### src/hdl/s8d_pkg.sv
`default_nettype none

package s8d_pkg;

    // Frame markers and layout
    localparam logic [7:0] SYNC_HI   = 8'hFF;
    localparam logic [7:0] SYNC_LO   = 8'hFE;
    localparam logic [7:0] TAIL_HI   = 8'hFD;
    localparam logic [7:0] TAIL_LO   = 8'hFC;
    localparam logic [7:0] MIN_LEN   = 8'd8;
    localparam logic [7:0] CHK_BACK  = 8'd3;
    localparam logic [8:0] HDR_BYTES = 9'd5;

    // Window read offset selects
    typedef logic [3:0] rd_sel_t;
    localparam rd_sel_t RD_OFS0     = 4'd0;
    localparam rd_sel_t RD_OFS1     = 4'd1;
    localparam rd_sel_t RD_OFS2     = 4'd2;
    localparam rd_sel_t RD_OFS3     = 4'd3;
    localparam rd_sel_t RD_OFS4     = 4'd4;
    localparam rd_sel_t RD_HDR      = 4'd5;
    localparam rd_sel_t RD_LEN_M2   = 4'd6;
    localparam rd_sel_t RD_LEN_M1   = 4'd7;
    localparam rd_sel_t RD_SUM_NEXT = 4'd8;
    localparam rd_sel_t RD_PAY      = 4'd9;
    localparam rd_sel_t RD_PAY_NEXT = 4'd10;

    typedef struct packed {
        logic    wr;
        logic    drop_one;
        logic    drop_len;
        rd_sel_t rd_sel;
        logic    cap_len;
        logic    clr_sum;
        logic    acc_sum;
        logic    cap_seq;
        logic    cap_cmd;
        logic    init_pay;
        logic    pay_byte;
        logic    load_out;
        logic    next_word;
    } s8d_cmd_t;

    typedef struct packed {
        logic fill_zero;
        logic fill_lt2;
        logic fill_lt3;
        logic is_ff;
        logic is_fe;
        logic len_bad;
        logic len_wait;
        logic is_fd;
        logic is_fc;
        logic sum_ok;
        logic sum_done;
        logic plen_zero;
        logic word_done;
        logic is_last;
        logic out_full;
    } s8d_sts_t;

endpackage

`default_nettype wire

### src/hdl/s8d_ram.sv
`default_nettype none

module s8d_ram #(
    parameter int WIDTH = 8,
    parameter int DEPTH = 256
) (
    input  wire logic                     clk,
    input  wire logic                     we,
    input  wire logic [$clog2(DEPTH)-1:0] waddr,
    input  wire logic [WIDTH-1:0]         wdata,
    input  wire logic [$clog2(DEPTH)-1:0] raddr,
    output logic      [WIDTH-1:0]         rdata
);

    logic [WIDTH-1:0] mem [DEPTH];
    logic [WIDTH-1:0] rdata_reg;

    always_ff @(posedge clk)
    begin
        if (we)
        begin
            mem[waddr] <= wdata;
        end
        rdata_reg <= mem[raddr];
    end

    assign rdata = rdata_reg;

endmodule

`default_nettype wire

### src/hdl/s8d_datapath.sv
`default_nettype none

module s8d_datapath
    import s8d_pkg::*;
#(
    parameter int WINDOW_DEPTH = 256,
    parameter int WORD_BYTES   = 8
) (
    input  wire logic        clk,
    input  wire logic        rst_n,
    input  wire s8d_cmd_t    cmd,
    output s8d_sts_t         sts,
    input  wire logic [7:0]  rx_byte,
    input  wire logic        out_ready,
    output logic             out_valid,
    output logic [7:0]       seq_number,
    output logic [7:0]       command_code,
    output logic [63:0]      payload_word,
    output logic [3:0]       valid_bytes,
    output logic             first_word,
    output logic             last_word
);

    localparam int AW = $clog2(WINDOW_DEPTH);
    localparam int FW = $clog2(WINDOW_DEPTH + 1);

    // head + offset, folded back into the window (sum is always below 2*depth)
    function automatic logic [AW-1:0] wrap(input logic [AW-1:0] base, input logic [8:0] off);
        logic [9:0] s;
        s = {{(10-AW){1'b0}}, base} + {1'b0, off};
        if (s >= 10'(WINDOW_DEPTH))
        begin
            s = s - 10'(WINDOW_DEPTH);
        end
        return s[AW-1:0];
    endfunction

    logic [AW-1:0] head_reg, head_next;
    logic [FW-1:0] fill_reg, fill_next;
    logic          out_valid_reg, out_valid_next;

    logic [7:0]  len_reg, len_next;
    logic [7:0]  sum_reg, sum_next;
    logic [7:0]  sidx_reg, sidx_next;
    logic [7:0]  seq_reg, seq_next;
    logic [7:0]  cmdb_reg, cmdb_next;
    logic [7:0]  pidx_reg, pidx_next;
    logic [63:0] asm_reg, asm_next;
    logic [3:0]  jcnt_reg, jcnt_next;
    logic        first_reg, first_next;
    logic        last_reg, last_next;

    logic [7:0]  oseq_reg, oseq_next;
    logic [7:0]  ocmd_reg, ocmd_next;
    logic [63:0] oword_reg, oword_next;
    logic [3:0]  ocnt_reg, ocnt_next;
    logic        ofirst_reg, ofirst_next;
    logic        olast_reg, olast_next;

    logic [7:0]    win_rdata;
    logic [AW-1:0] win_raddr;
    logic [AW-1:0] win_waddr;
    logic [8:0]    rd_off;
    logic [8:0]    fill9;
    logic [7:0]    plen;

    assign fill9     = 9'(fill_reg);
    assign plen      = len_reg - MIN_LEN;
    assign win_waddr = wrap(head_reg, fill9);
    assign win_raddr = wrap(head_reg, rd_off);

    always_comb
    begin
        case (cmd.rd_sel)
            RD_OFS0:     rd_off = 9'd0;
            RD_OFS1:     rd_off = 9'd1;
            RD_OFS2:     rd_off = 9'd2;
            RD_OFS3:     rd_off = 9'd3;
            RD_OFS4:     rd_off = 9'd4;
            RD_HDR:      rd_off = HDR_BYTES;
            RD_LEN_M2:   rd_off = 9'(win_rdata) - 9'd2;
            RD_LEN_M1:   rd_off = 9'(len_reg) - 9'd1;
            RD_SUM_NEXT: rd_off = 9'(sidx_reg) + 9'd1;
            RD_PAY:      rd_off = HDR_BYTES + 9'(pidx_reg);
            RD_PAY_NEXT: rd_off = HDR_BYTES + 9'(pidx_reg) + 9'd1;
            default:     rd_off = 9'd0;
        endcase
    end

    s8d_ram #(
        .WIDTH (8),
        .DEPTH (WINDOW_DEPTH)
    ) u_window (
        .clk   (clk),
        .we    (cmd.wr),
        .waddr (win_waddr),
        .wdata (rx_byte),
        .raddr (win_raddr),
        .rdata (win_rdata)
    );

    always_comb
    begin
        sts.fill_zero = (fill9 == 9'd0);
        sts.fill_lt2  = (fill9 < 9'd2);
        sts.fill_lt3  = (fill9 < 9'd3);
        sts.is_ff     = (win_rdata == SYNC_HI);
        sts.is_fe     = (win_rdata == SYNC_LO);
        sts.len_bad   = (win_rdata < MIN_LEN) || (9'(win_rdata) > 9'(WINDOW_DEPTH));
        sts.len_wait  = (fill9 < 9'(win_rdata));
        sts.is_fd     = (win_rdata == TAIL_HI);
        sts.is_fc     = (win_rdata == TAIL_LO);
        sts.sum_ok    = (win_rdata == sum_reg);
        sts.sum_done  = ((sidx_reg + 8'd1) == (len_reg - CHK_BACK));
        sts.plen_zero = (plen == 8'd0);
        sts.word_done = (jcnt_reg == 4'(WORD_BYTES - 1)) || ((pidx_reg + 8'd1) == plen);
        sts.is_last   = last_reg;
        sts.out_full  = out_valid_reg;
    end

    always_comb
    begin
        head_next      = head_reg;
        fill_next      = fill_reg;
        out_valid_next = out_valid_reg;
        len_next       = len_reg;
        sum_next       = sum_reg;
        sidx_next      = sidx_reg;
        seq_next       = seq_reg;
        cmdb_next      = cmdb_reg;
        pidx_next      = pidx_reg;
        asm_next       = asm_reg;
        jcnt_next      = jcnt_reg;
        first_next     = first_reg;
        last_next      = last_reg;
        oseq_next      = oseq_reg;
        ocmd_next      = ocmd_reg;
        oword_next     = oword_reg;
        ocnt_next      = ocnt_reg;
        ofirst_next    = ofirst_reg;
        olast_next     = olast_reg;

        if (cmd.wr)
        begin
            // a full window loses its oldest byte to make room
            if (fill9 == 9'(WINDOW_DEPTH))
            begin
                head_next = wrap(head_reg, 9'd1);
            end
            else
            begin
                fill_next = fill_reg + FW'(1);
            end
        end
        if (cmd.drop_one)
        begin
            head_next = wrap(head_reg, 9'd1);
            fill_next = fill_reg - FW'(1);
        end
        if (cmd.drop_len)
        begin
            head_next = wrap(head_reg, 9'(len_reg));
            fill_next = fill_reg - FW'(len_reg);
        end

        if (cmd.cap_len)
        begin
            len_next = win_rdata;
        end
        if (cmd.clr_sum)
        begin
            sum_next  = 8'd0;
            sidx_next = 8'd0;
        end
        if (cmd.acc_sum)
        begin
            sum_next  = sum_reg + win_rdata;
            sidx_next = sidx_reg + 8'd1;
        end
        if (cmd.cap_seq)
        begin
            seq_next = win_rdata;
        end
        if (cmd.cap_cmd)
        begin
            cmdb_next = win_rdata;
        end

        if (cmd.init_pay)
        begin
            asm_next   = 64'd0;
            jcnt_next  = 4'd0;
            pidx_next  = 8'd0;
            first_next = 1'b1;
            last_next  = (plen == 8'd0);
        end
        if (cmd.pay_byte)
        begin
            for (int l = 0; l < 8; l++)
            begin
                if (4'(l) == jcnt_reg)
                begin
                    asm_next[8*l +: 8] = win_rdata;
                end
            end
            jcnt_next = jcnt_reg + 4'd1;
            pidx_next = pidx_reg + 8'd1;
            last_next = ((pidx_reg + 8'd1) == plen);
        end
        if (cmd.next_word)
        begin
            asm_next   = 64'd0;
            jcnt_next  = 4'd0;
            first_next = 1'b0;
        end

        if (out_valid_reg && out_ready)
        begin
            out_valid_next = 1'b0;
        end
        if (cmd.load_out)
        begin
            out_valid_next = 1'b1;
            oseq_next      = seq_reg;
            ocmd_next      = cmdb_reg;
            oword_next     = asm_reg;
            ocnt_next      = jcnt_reg;
            ofirst_next    = first_reg;
            olast_next     = last_reg;
        end
    end

    always_ff @(posedge clk or negedge rst_n)
    begin
        if (!rst_n)
        begin
            head_reg      <= '0;
            fill_reg      <= '0;
            out_valid_reg <= 1'b0;
        end
        else
        begin
            head_reg      <= head_next;
            fill_reg      <= fill_next;
            out_valid_reg <= out_valid_next;
        end
    end

    always_ff @(posedge clk)
    begin
        len_reg    <= len_next;
        sum_reg    <= sum_next;
        sidx_reg   <= sidx_next;
        seq_reg    <= seq_next;
        cmdb_reg   <= cmdb_next;
        pidx_reg   <= pidx_next;
        asm_reg    <= asm_next;
        jcnt_reg   <= jcnt_next;
        first_reg  <= first_next;
        last_reg   <= last_next;
        oseq_reg   <= oseq_next;
        ocmd_reg   <= ocmd_next;
        oword_reg  <= oword_next;
        ocnt_reg   <= ocnt_next;
        ofirst_reg <= ofirst_next;
        olast_reg  <= olast_next;
    end

    assign out_valid    = out_valid_reg;
    assign seq_number   = oseq_reg;
    assign command_code = ocmd_reg;
    assign payload_word = oword_reg;
    assign valid_bytes  = ocnt_reg;
    assign first_word   = ofirst_reg;
    assign last_word    = olast_reg;

    a_load_empty: assert property (@(posedge clk) disable iff (!rst_n)
        cmd.load_out |-> !out_valid_reg)
        else $error("result loaded over a pending request");

    a_drop_in_range: assert property (@(posedge clk) disable iff (!rst_n)
        cmd.drop_len |-> (9'(len_reg) <= fill9))
        else $error("frame removal longer than window fill");

    a_drop_fill: assert property (@(posedge clk) disable iff (!rst_n)
        cmd.drop_len |=> (fill_reg == $past(fill_reg) - FW'($past(len_reg))))
        else $error("fill not reduced by frame length");

    a_wr_grow: assert property (@(posedge clk) disable iff (!rst_n)
        (cmd.wr && (fill9 < 9'(WINDOW_DEPTH))) |=> (fill_reg == $past(fill_reg) + FW'(1)))
        else $error("byte write did not grow the window");

endmodule

`default_nettype wire

### src/hdl/s8d_ctrl.sv
`default_nettype none

module s8d_ctrl
    import s8d_pkg::*;
(
    input  wire logic     clk,
    input  wire logic     rst_n,
    input  wire logic     in_valid,
    output logic          in_ready,
    input  wire s8d_sts_t sts,
    output s8d_cmd_t      cmd
);

    localparam logic [3:0] S_IDLE = 4'd0;
    localparam logic [3:0] S_RD0  = 4'd1;
    localparam logic [3:0] S_CK0  = 4'd2;
    localparam logic [3:0] S_CK1  = 4'd3;
    localparam logic [3:0] S_CKL  = 4'd4;
    localparam logic [3:0] S_CKT0 = 4'd5;
    localparam logic [3:0] S_CKT1 = 4'd6;
    localparam logic [3:0] S_SUM  = 4'd7;
    localparam logic [3:0] S_CKS  = 4'd8;
    localparam logic [3:0] S_SEQ  = 4'd9;
    localparam logic [3:0] S_CMD  = 4'd10;
    localparam logic [3:0] S_PAY  = 4'd11;
    localparam logic [3:0] S_EMIT = 4'd12;

    logic [3:0] state_reg, state_next;

    // Each check state consumes the window byte addressed by the state before it.
    always_comb
    begin
        cmd        = '0;
        cmd.rd_sel = RD_OFS0;
        state_next = state_reg;
        in_ready   = (state_reg == S_IDLE);

        case (state_reg)
            S_IDLE:
            begin
                if (in_valid)
                begin
                    cmd.wr     = 1'b1;
                    state_next = S_RD0;
                end
            end
            S_RD0:
            begin
                if (sts.fill_zero)
                begin
                    state_next = S_IDLE;
                end
                else
                begin
                    cmd.rd_sel = RD_OFS0;
                    state_next = S_CK0;
                end
            end
            S_CK0:
            begin
                if (!sts.is_ff)
                begin
                    cmd.drop_one = 1'b1;
                    state_next   = S_RD0;
                end
                else if (sts.fill_lt2)
                begin
                    state_next = S_IDLE;
                end
                else
                begin
                    cmd.rd_sel = RD_OFS1;
                    state_next = S_CK1;
                end
            end
            S_CK1:
            begin
                if (!sts.is_fe)
                begin
                    cmd.drop_one = 1'b1;
                    state_next   = S_RD0;
                end
                else if (sts.fill_lt3)
                begin
                    state_next = S_IDLE;
                end
                else
                begin
                    cmd.rd_sel = RD_OFS2;
                    state_next = S_CKL;
                end
            end
            S_CKL:
            begin
                cmd.cap_len = 1'b1;
                if (sts.len_bad)
                begin
                    cmd.drop_one = 1'b1;
                    state_next   = S_RD0;
                end
                else if (sts.len_wait)
                begin
                    state_next = S_IDLE;
                end
                else
                begin
                    cmd.rd_sel = RD_LEN_M2;
                    state_next = S_CKT0;
                end
            end
            S_CKT0:
            begin
                if (!sts.is_fd)
                begin
                    cmd.drop_one = 1'b1;
                    state_next   = S_RD0;
                end
                else
                begin
                    cmd.rd_sel = RD_LEN_M1;
                    state_next = S_CKT1;
                end
            end
            S_CKT1:
            begin
                if (!sts.is_fc)
                begin
                    cmd.drop_one = 1'b1;
                    state_next   = S_RD0;
                end
                else
                begin
                    cmd.clr_sum = 1'b1;
                    cmd.rd_sel  = RD_OFS0;
                    state_next  = S_SUM;
                end
            end
            S_SUM:
            begin
                // the read after the last summed byte lands on the checksum itself
                cmd.acc_sum = 1'b1;
                cmd.rd_sel  = RD_SUM_NEXT;
                if (sts.sum_done)
                begin
                    state_next = S_CKS;
                end
            end
            S_CKS:
            begin
                if (!sts.sum_ok)
                begin
                    cmd.drop_one = 1'b1;
                    state_next   = S_RD0;
                end
                else
                begin
                    cmd.rd_sel = RD_OFS3;
                    state_next = S_SEQ;
                end
            end
            S_SEQ:
            begin
                cmd.cap_seq = 1'b1;
                cmd.rd_sel  = RD_OFS4;
                state_next  = S_CMD;
            end
            S_CMD:
            begin
                cmd.cap_cmd  = 1'b1;
                cmd.init_pay = 1'b1;
                if (sts.plen_zero)
                begin
                    state_next = S_EMIT;
                end
                else
                begin
                    cmd.rd_sel = RD_HDR;
                    state_next = S_PAY;
                end
            end
            S_PAY:
            begin
                cmd.pay_byte = 1'b1;
                if (sts.word_done)
                begin
                    state_next = S_EMIT;
                end
                else
                begin
                    cmd.rd_sel = RD_PAY_NEXT;
                end
            end
            S_EMIT:
            begin
                if (!sts.out_full)
                begin
                    cmd.load_out = 1'b1;
                    if (sts.is_last)
                    begin
                        cmd.drop_len = 1'b1;
                        state_next   = S_IDLE;
                    end
                    else
                    begin
                        cmd.next_word = 1'b1;
                        cmd.rd_sel    = RD_PAY;
                        state_next    = S_PAY;
                    end
                end
            end
            default:
            begin
                state_next = S_IDLE;
            end
        endcase
    end

    always_ff @(posedge clk or negedge rst_n)
    begin
        if (!rst_n)
        begin
            state_reg <= S_IDLE;
        end
        else
        begin
            state_reg <= state_next;
        end
    end

endmodule

`default_nettype wire

### src/hdl/sum8_packet_deframer.sv
// Length-prefixed frame parser with an 8-bit additive checksum.
//
// Input: one received byte per request on rx_byte (in_valid / in_ready).
// Output: one payload word per request (out_valid / out_ready) carrying the
// frame's seq_number and command_code, up to WORD_BYTES payload bytes in
// payload_word (earliest byte in bits 7:0), valid_bytes, first_word and
// last_word. An empty payload gives a single word with valid_bytes of 0.
//
// Bytes sit in a WINDOW_DEPTH-entry RAM window. After each byte the front
// of the window is checked through the single RAM read port, one byte at
// a time; a complete frame of length L gives one or more words (one for an
// empty payload), and the next byte is taken only once the check and its
// words are done. Each rejected candidate drops one front byte, and the
// front of the window is rescanned byte by byte.
//
// Reset empties the window and the result register; no clearing pass.
// A stalled receiver holds the finished word in the output register; after
// a frame's last word, input is still taken until the next word needs that register.
`default_nettype none

module sum8_packet_deframer
    import s8d_pkg::*;
#(
    parameter int WINDOW_DEPTH = 256,
    parameter int WORD_BYTES   = 8
) (
    input  wire logic        clk,
    input  wire logic        rst_n,
    input  wire logic        in_valid,
    output logic             in_ready,
    input  wire logic [7:0]  rx_byte,
    output logic             out_valid,
    input  wire logic        out_ready,
    output logic [7:0]       seq_number,
    output logic [7:0]       command_code,
    output logic [63:0]      payload_word,
    output logic [3:0]       valid_bytes,
    output logic             first_word,
    output logic             last_word
);

    s8d_cmd_t cmd;
    s8d_sts_t sts;

    s8d_ctrl u_ctrl (
        .clk      (clk),
        .rst_n    (rst_n),
        .in_valid (in_valid),
        .in_ready (in_ready),
        .sts      (sts),
        .cmd      (cmd)
    );

    s8d_datapath #(
        .WINDOW_DEPTH (WINDOW_DEPTH),
        .WORD_BYTES   (WORD_BYTES)
    ) u_datapath (
        .clk          (clk),
        .rst_n        (rst_n),
        .cmd          (cmd),
        .sts          (sts),
        .rx_byte      (rx_byte),
        .out_ready    (out_ready),
        .out_valid    (out_valid),
        .seq_number   (seq_number),
        .command_code (command_code),
        .payload_word (payload_word),
        .valid_bytes  (valid_bytes),
        .first_word   (first_word),
        .last_word    (last_word)
    );

endmodule

`default_nettype wire

### config.mk
export PLATFORM = sky130hd
export DESIGN_NAME = sum8_packet_deframer
export DESIGN_NICKNAME = d
export VERILOG_FILES = /design/src/hdl/s8d_pkg.sv /design/src/hdl/s8d_ram.sv /design/src/hdl/s8d_datapath.sv /design/src/hdl/s8d_ctrl.sv /design/src/hdl/sum8_packet_deframer.sv
export SDC_FILE = /design/constraint.sdc
export NUM_CORES = 2
export LEC_CHECK = 0
export BUFFER_PORTS_ARGS = -buffer_cell sky130_fd_sc_hd__buf_2
export CAP_MARGIN = 10
export CORE_ASPECT_RATIO = 1.5
export CORE_MARGIN = 2
export CORE_UTILIZATION = 50
export DETAILED_ROUTE_END_ITERATION = 10
export PLACE_DENSITY = 0.75
export SLEW_MARGIN = 25
export SYNTH_ARGS = -nofsm -noshare
export SYNTH_HDL_FRONTEND = slang
export SYNTH_HIERARCHICAL = 1
export SYNTH_SLANG_ARGS = --single-unit
### constraint.sdc
create_clock -name clk -period 7.08 [get_ports clk]
set_clock_uncertainty 0.1 [all_clocks]
set_input_delay 1.416 -clock clk [delete_from_list [all_inputs] [get_ports clk]]
set_output_delay 1.416 -clock clk [all_outputs]
set_load 0.01 [all_outputs]
==> run_results.csv <==
group,metric,value,unit
outcome,status,"finished, final reports clean",
worst_hold_path,hold_depth,0,
logic_synthesis,ys_seq_elements,2282,
layout,drive_above_1_share,23.2,%
logic_synthesis,synth_top_area_cell,"edfxtp_1",
detailed_routing,finalWirelength,227000,µm
setup_path,cp-start-kind,"register",
floorplan,die_x,352,µm
floorplan,die_h,527,µm
detailed_routing,avgRoutedWirePerCell,29.5,µm
logic_synthesis,synth-edff-count,2183,
clocking,clk_latency,820,ps
floorplan,initial_core_util,50.4,%
setup_path,endpoint_kind,"register",
power,powerDensity,502,nW/µm²
logic_synthesis,synthFlopType,"edfxtp_1",
setup_path,required,7660,ps
layout,fillerInstances,13100,
detailed_routing,dr.pass1.iters,8,
worst_hold_path,hold_class,"reg -> reg",
detailed_routing,ant_nets,0,
logic_synthesis,synthTopCellsByCount,"2183 x edfxtp_1, 454 x mux4_2, 343 x nor2_1",
logic_synthesis,synthesis.nets,4903,
sta,hold_viol_final,0,
global_route,grt_pass1_wl,330000,µm
power,total_power,51400,µW
floorplan,core_region_area,181000,µm²
sta,worst_pin_slew,1200,ps
logic_synthesis,ys_types,91,
layout,regArea,67600,µm²
setup_path,r2r_end,"u_datapath/u_window/rdata[2]",
floorplan,die-area,186000,µm²
sta,max_slew_margin,20.0,%
clocking,cts.htree.levels,4,
placed_design,dpl_cell_area,95600,µm²
logic_synthesis,synthAdderAreaFrac,0.852,%
logic_synthesis,yosysMostFrequentCell,"edfxtp_1",
layout,syn_to_final_growth,12.5,%
worst_hold_path,hold_path_end,"u_datapath/command_code[4]",
layout,final_nets,5199,
sta,final-max-slew-violation-count,0,
global_route,grt_pass1_vias,48500,
setup_path,path_max_fanout,19,
logic_synthesis,synth-compound-area-share,4.37,%
flow_run,maxCapViolations,0,
logic_synthesis,synth_area_leaders,"edfxtp_1 72%, mux4_2 11%, dfxtp_1 1.7%",
placed_design,place.gp.congestion,0.934,
setup_path,path_common_cell,"buf_4",
placed_design,dp_hpwl,143000,µm
setup_path,reg2regPathDepth,33,
setup_path,cpMaxStageDelayCell,"fa_2",
detailed_routing,vias_per_cell,6.30,
logic_synthesis,ys_warn_count,6,
logic_synthesis,muxShareOfSynthArea,12.9,%
power,power.leakage,0.0324,µW
clocking,cts_buffers,198,
layout,largest_reg_flops,2048,
layout,multi_input_area,22000,µm²
clocking,cts.sinks,2282,
floorplan,ios,100,
clocking,path_clk_slew,60,ps
sta,max_freq,145,MHz
setup_path,rr_startpoint,"u_datapath/u_window/rdata[1]",
setup_path,critPathArrivalTime,7490,ps
layout,final_area,102000,µm²
global_route,grt_overflow_total,0,
global_route,grt_max_degree,215,
logic_synthesis,syn-cell-area,91000,µm²
setup_path,reg2reg_slack,170,ps
logic_synthesis,ys_seq_area_share,74.3,%
setup_path,path_class,"reg -> reg",
logic_synthesis,synthSimpleGateAreaFrac,4.65,%
clocking,cts.path.max_buffers,4,
global_route,antenna_found_initial,3,
logic_synthesis,avgSynthCellArea,18.8,µm²
logic_synthesis,synth-xor-area-share,0.885,%
floorplan,placementRows,191,
detailed_routing,vias,48500,
logic_synthesis,netlist_instances,4832,
detailed_routing,drc_errors,0,
setup_path,slowest_delay,520,ps
sta,fin_crit_sh,97.6,%
worst_hold_path,hold_start,"u_datapath/cmdb_reg[4]",
clocking,hold_buffers,0,
sta,min_period,6910,ps
logic_synthesis,synth_top_family_by_area,"multiplexers",
logic_synthesis,async_flop_share,0.964,%
sta,setup_viol,0,
clocking,cts_tree,"built",
detailed_routing,drt_iter0_markers,5760,
logic_synthesis,synth_top_area_share,72.0,%
global_route,grt_usage,24.1,%
clocking,cts-root-buf,"clkbuf_16",
power,ir_drop,521,µV
placed_design,port_buffers,99,
==> what timing repair did <==
| item | 4_1_cts | 5_1_grt |
|---|---|---|
| gates resized for setup | 17 | 58 |
| setup buffers | 0 | 13 |
| setup endpoints to repair | 8 | 8 |
| cloned | 0 | 2 |
| pin swaps | 0 | 18 |
==> power breakdown <==
part	internal, µW	switching, µW	leakage [µW]
combinational	10200	15100	0.00884
sequential	15200	211	0.0205
clock	6080	4730	0.00310
==> layout make-up <==
cell class | instances | share of cell area [%]
Inverter | 43 | 0.173
Sequential cell | 2282 | 66.0
Tap cell | 2412 | 2.95
Clock buffer | 237 | 5.00
Multi-Input combinational cell | 2216 | 21.5
Timing Repair inverter | 1 | 0.00855
Timing Repair Buffer | 386 | 3.14
Antenna cell | 1 | 0.00244
Clock inverter | 114 | 1.23
==> routing by layer <==
metal / part of all wire, % / vias up / GRT usage, %
met4: 6.7 / 2 / 13.9
li1: - / 20200 / -
met5: 0.0048 / - / 0
met2: 51 / 2583 / 41.6
met1: 34 / 25100 / 28.9
met3: 7.9 / 646 / 3.71
==> kinds of logic (layout without fill, tap and decap cells) <==
logic type               Yosys count  after routing
adder cells (fa/ha/maj)           59             59
buffers and inverters            334            781
multiplexers                     600            600
other                              0              1
XOR/XNOR                          92             92
AND/OR/NAND/NOR                  871            871
flip-flops                      2282           2282
AO/OA/AOI/OAI                    594            594
==> how the worst max path moves through the flow <==
stage                              endpoint  slack (ps)                    startpoint  cells past startpoint
3_3_place_gp   u_datapath/u_window/rdata[2]        -350        u_datapath/pidx_reg[0]                     34
6_report       u_datapath/u_window/rdata[2]         170  u_datapath/u_window/rdata[1]                     33
5_1_grt        u_datapath/u_window/rdata[7]         -50        u_datapath/pidx_reg[0]                     33
3_5_place_dp   u_datapath/u_window/rdata[2]        -490        u_datapath/pidx_reg[0]                     34
2_1_floorplan  u_datapath/u_window/rdata[7]         590  u_datapath/u_window/rdata[2]                     37
4_1_cts        u_datapath/u_window/rdata[7]           4        u_datapath/pidx_reg[0]                     32
==> stage by stage <==
stage	std cells	hold slack [ps]	utilization, %	setup WS [ps]	TNS [ps]
after floorplan	4832	300	-	586	0
after global placement	7325	305	52.9	-353	-998
after detailed placement	7325	305	52.9	-490	-1940
after CTS	7676	318	56.5	4.06	0
after global routing	7692	329	56.7	-54.3	-126
final	7692	318	56.7	167	0
==> worst max-delay path: cells and delay by family (launching register included) <==
family | cells | cell delay [ps]
AOI/OAI and AO/OA | 13 | 2120
and+or+nand+nor | 9 | 1540
adders and majority gates | 3 | 1040
DFF | 1 | 390
buffers and inverters | 8 | 1520
==> layout by cell type (no fill, tap or decap), types with 77 or more instances in the layout <==
cell	synthesis	final
a21oi_1	197	195
nor2_1	343	331
clkbuf_16	0	199
dfxtp_1	77	77
a22oi_1	134	134
buf_2	39	91
mux2i_1	139	138
buf_4	31	247
mux4_2	454	454
edfxtp_1	2183	2183
nand2_1	154	153
No activity file was read; power rests on OpenSTA's default activity.
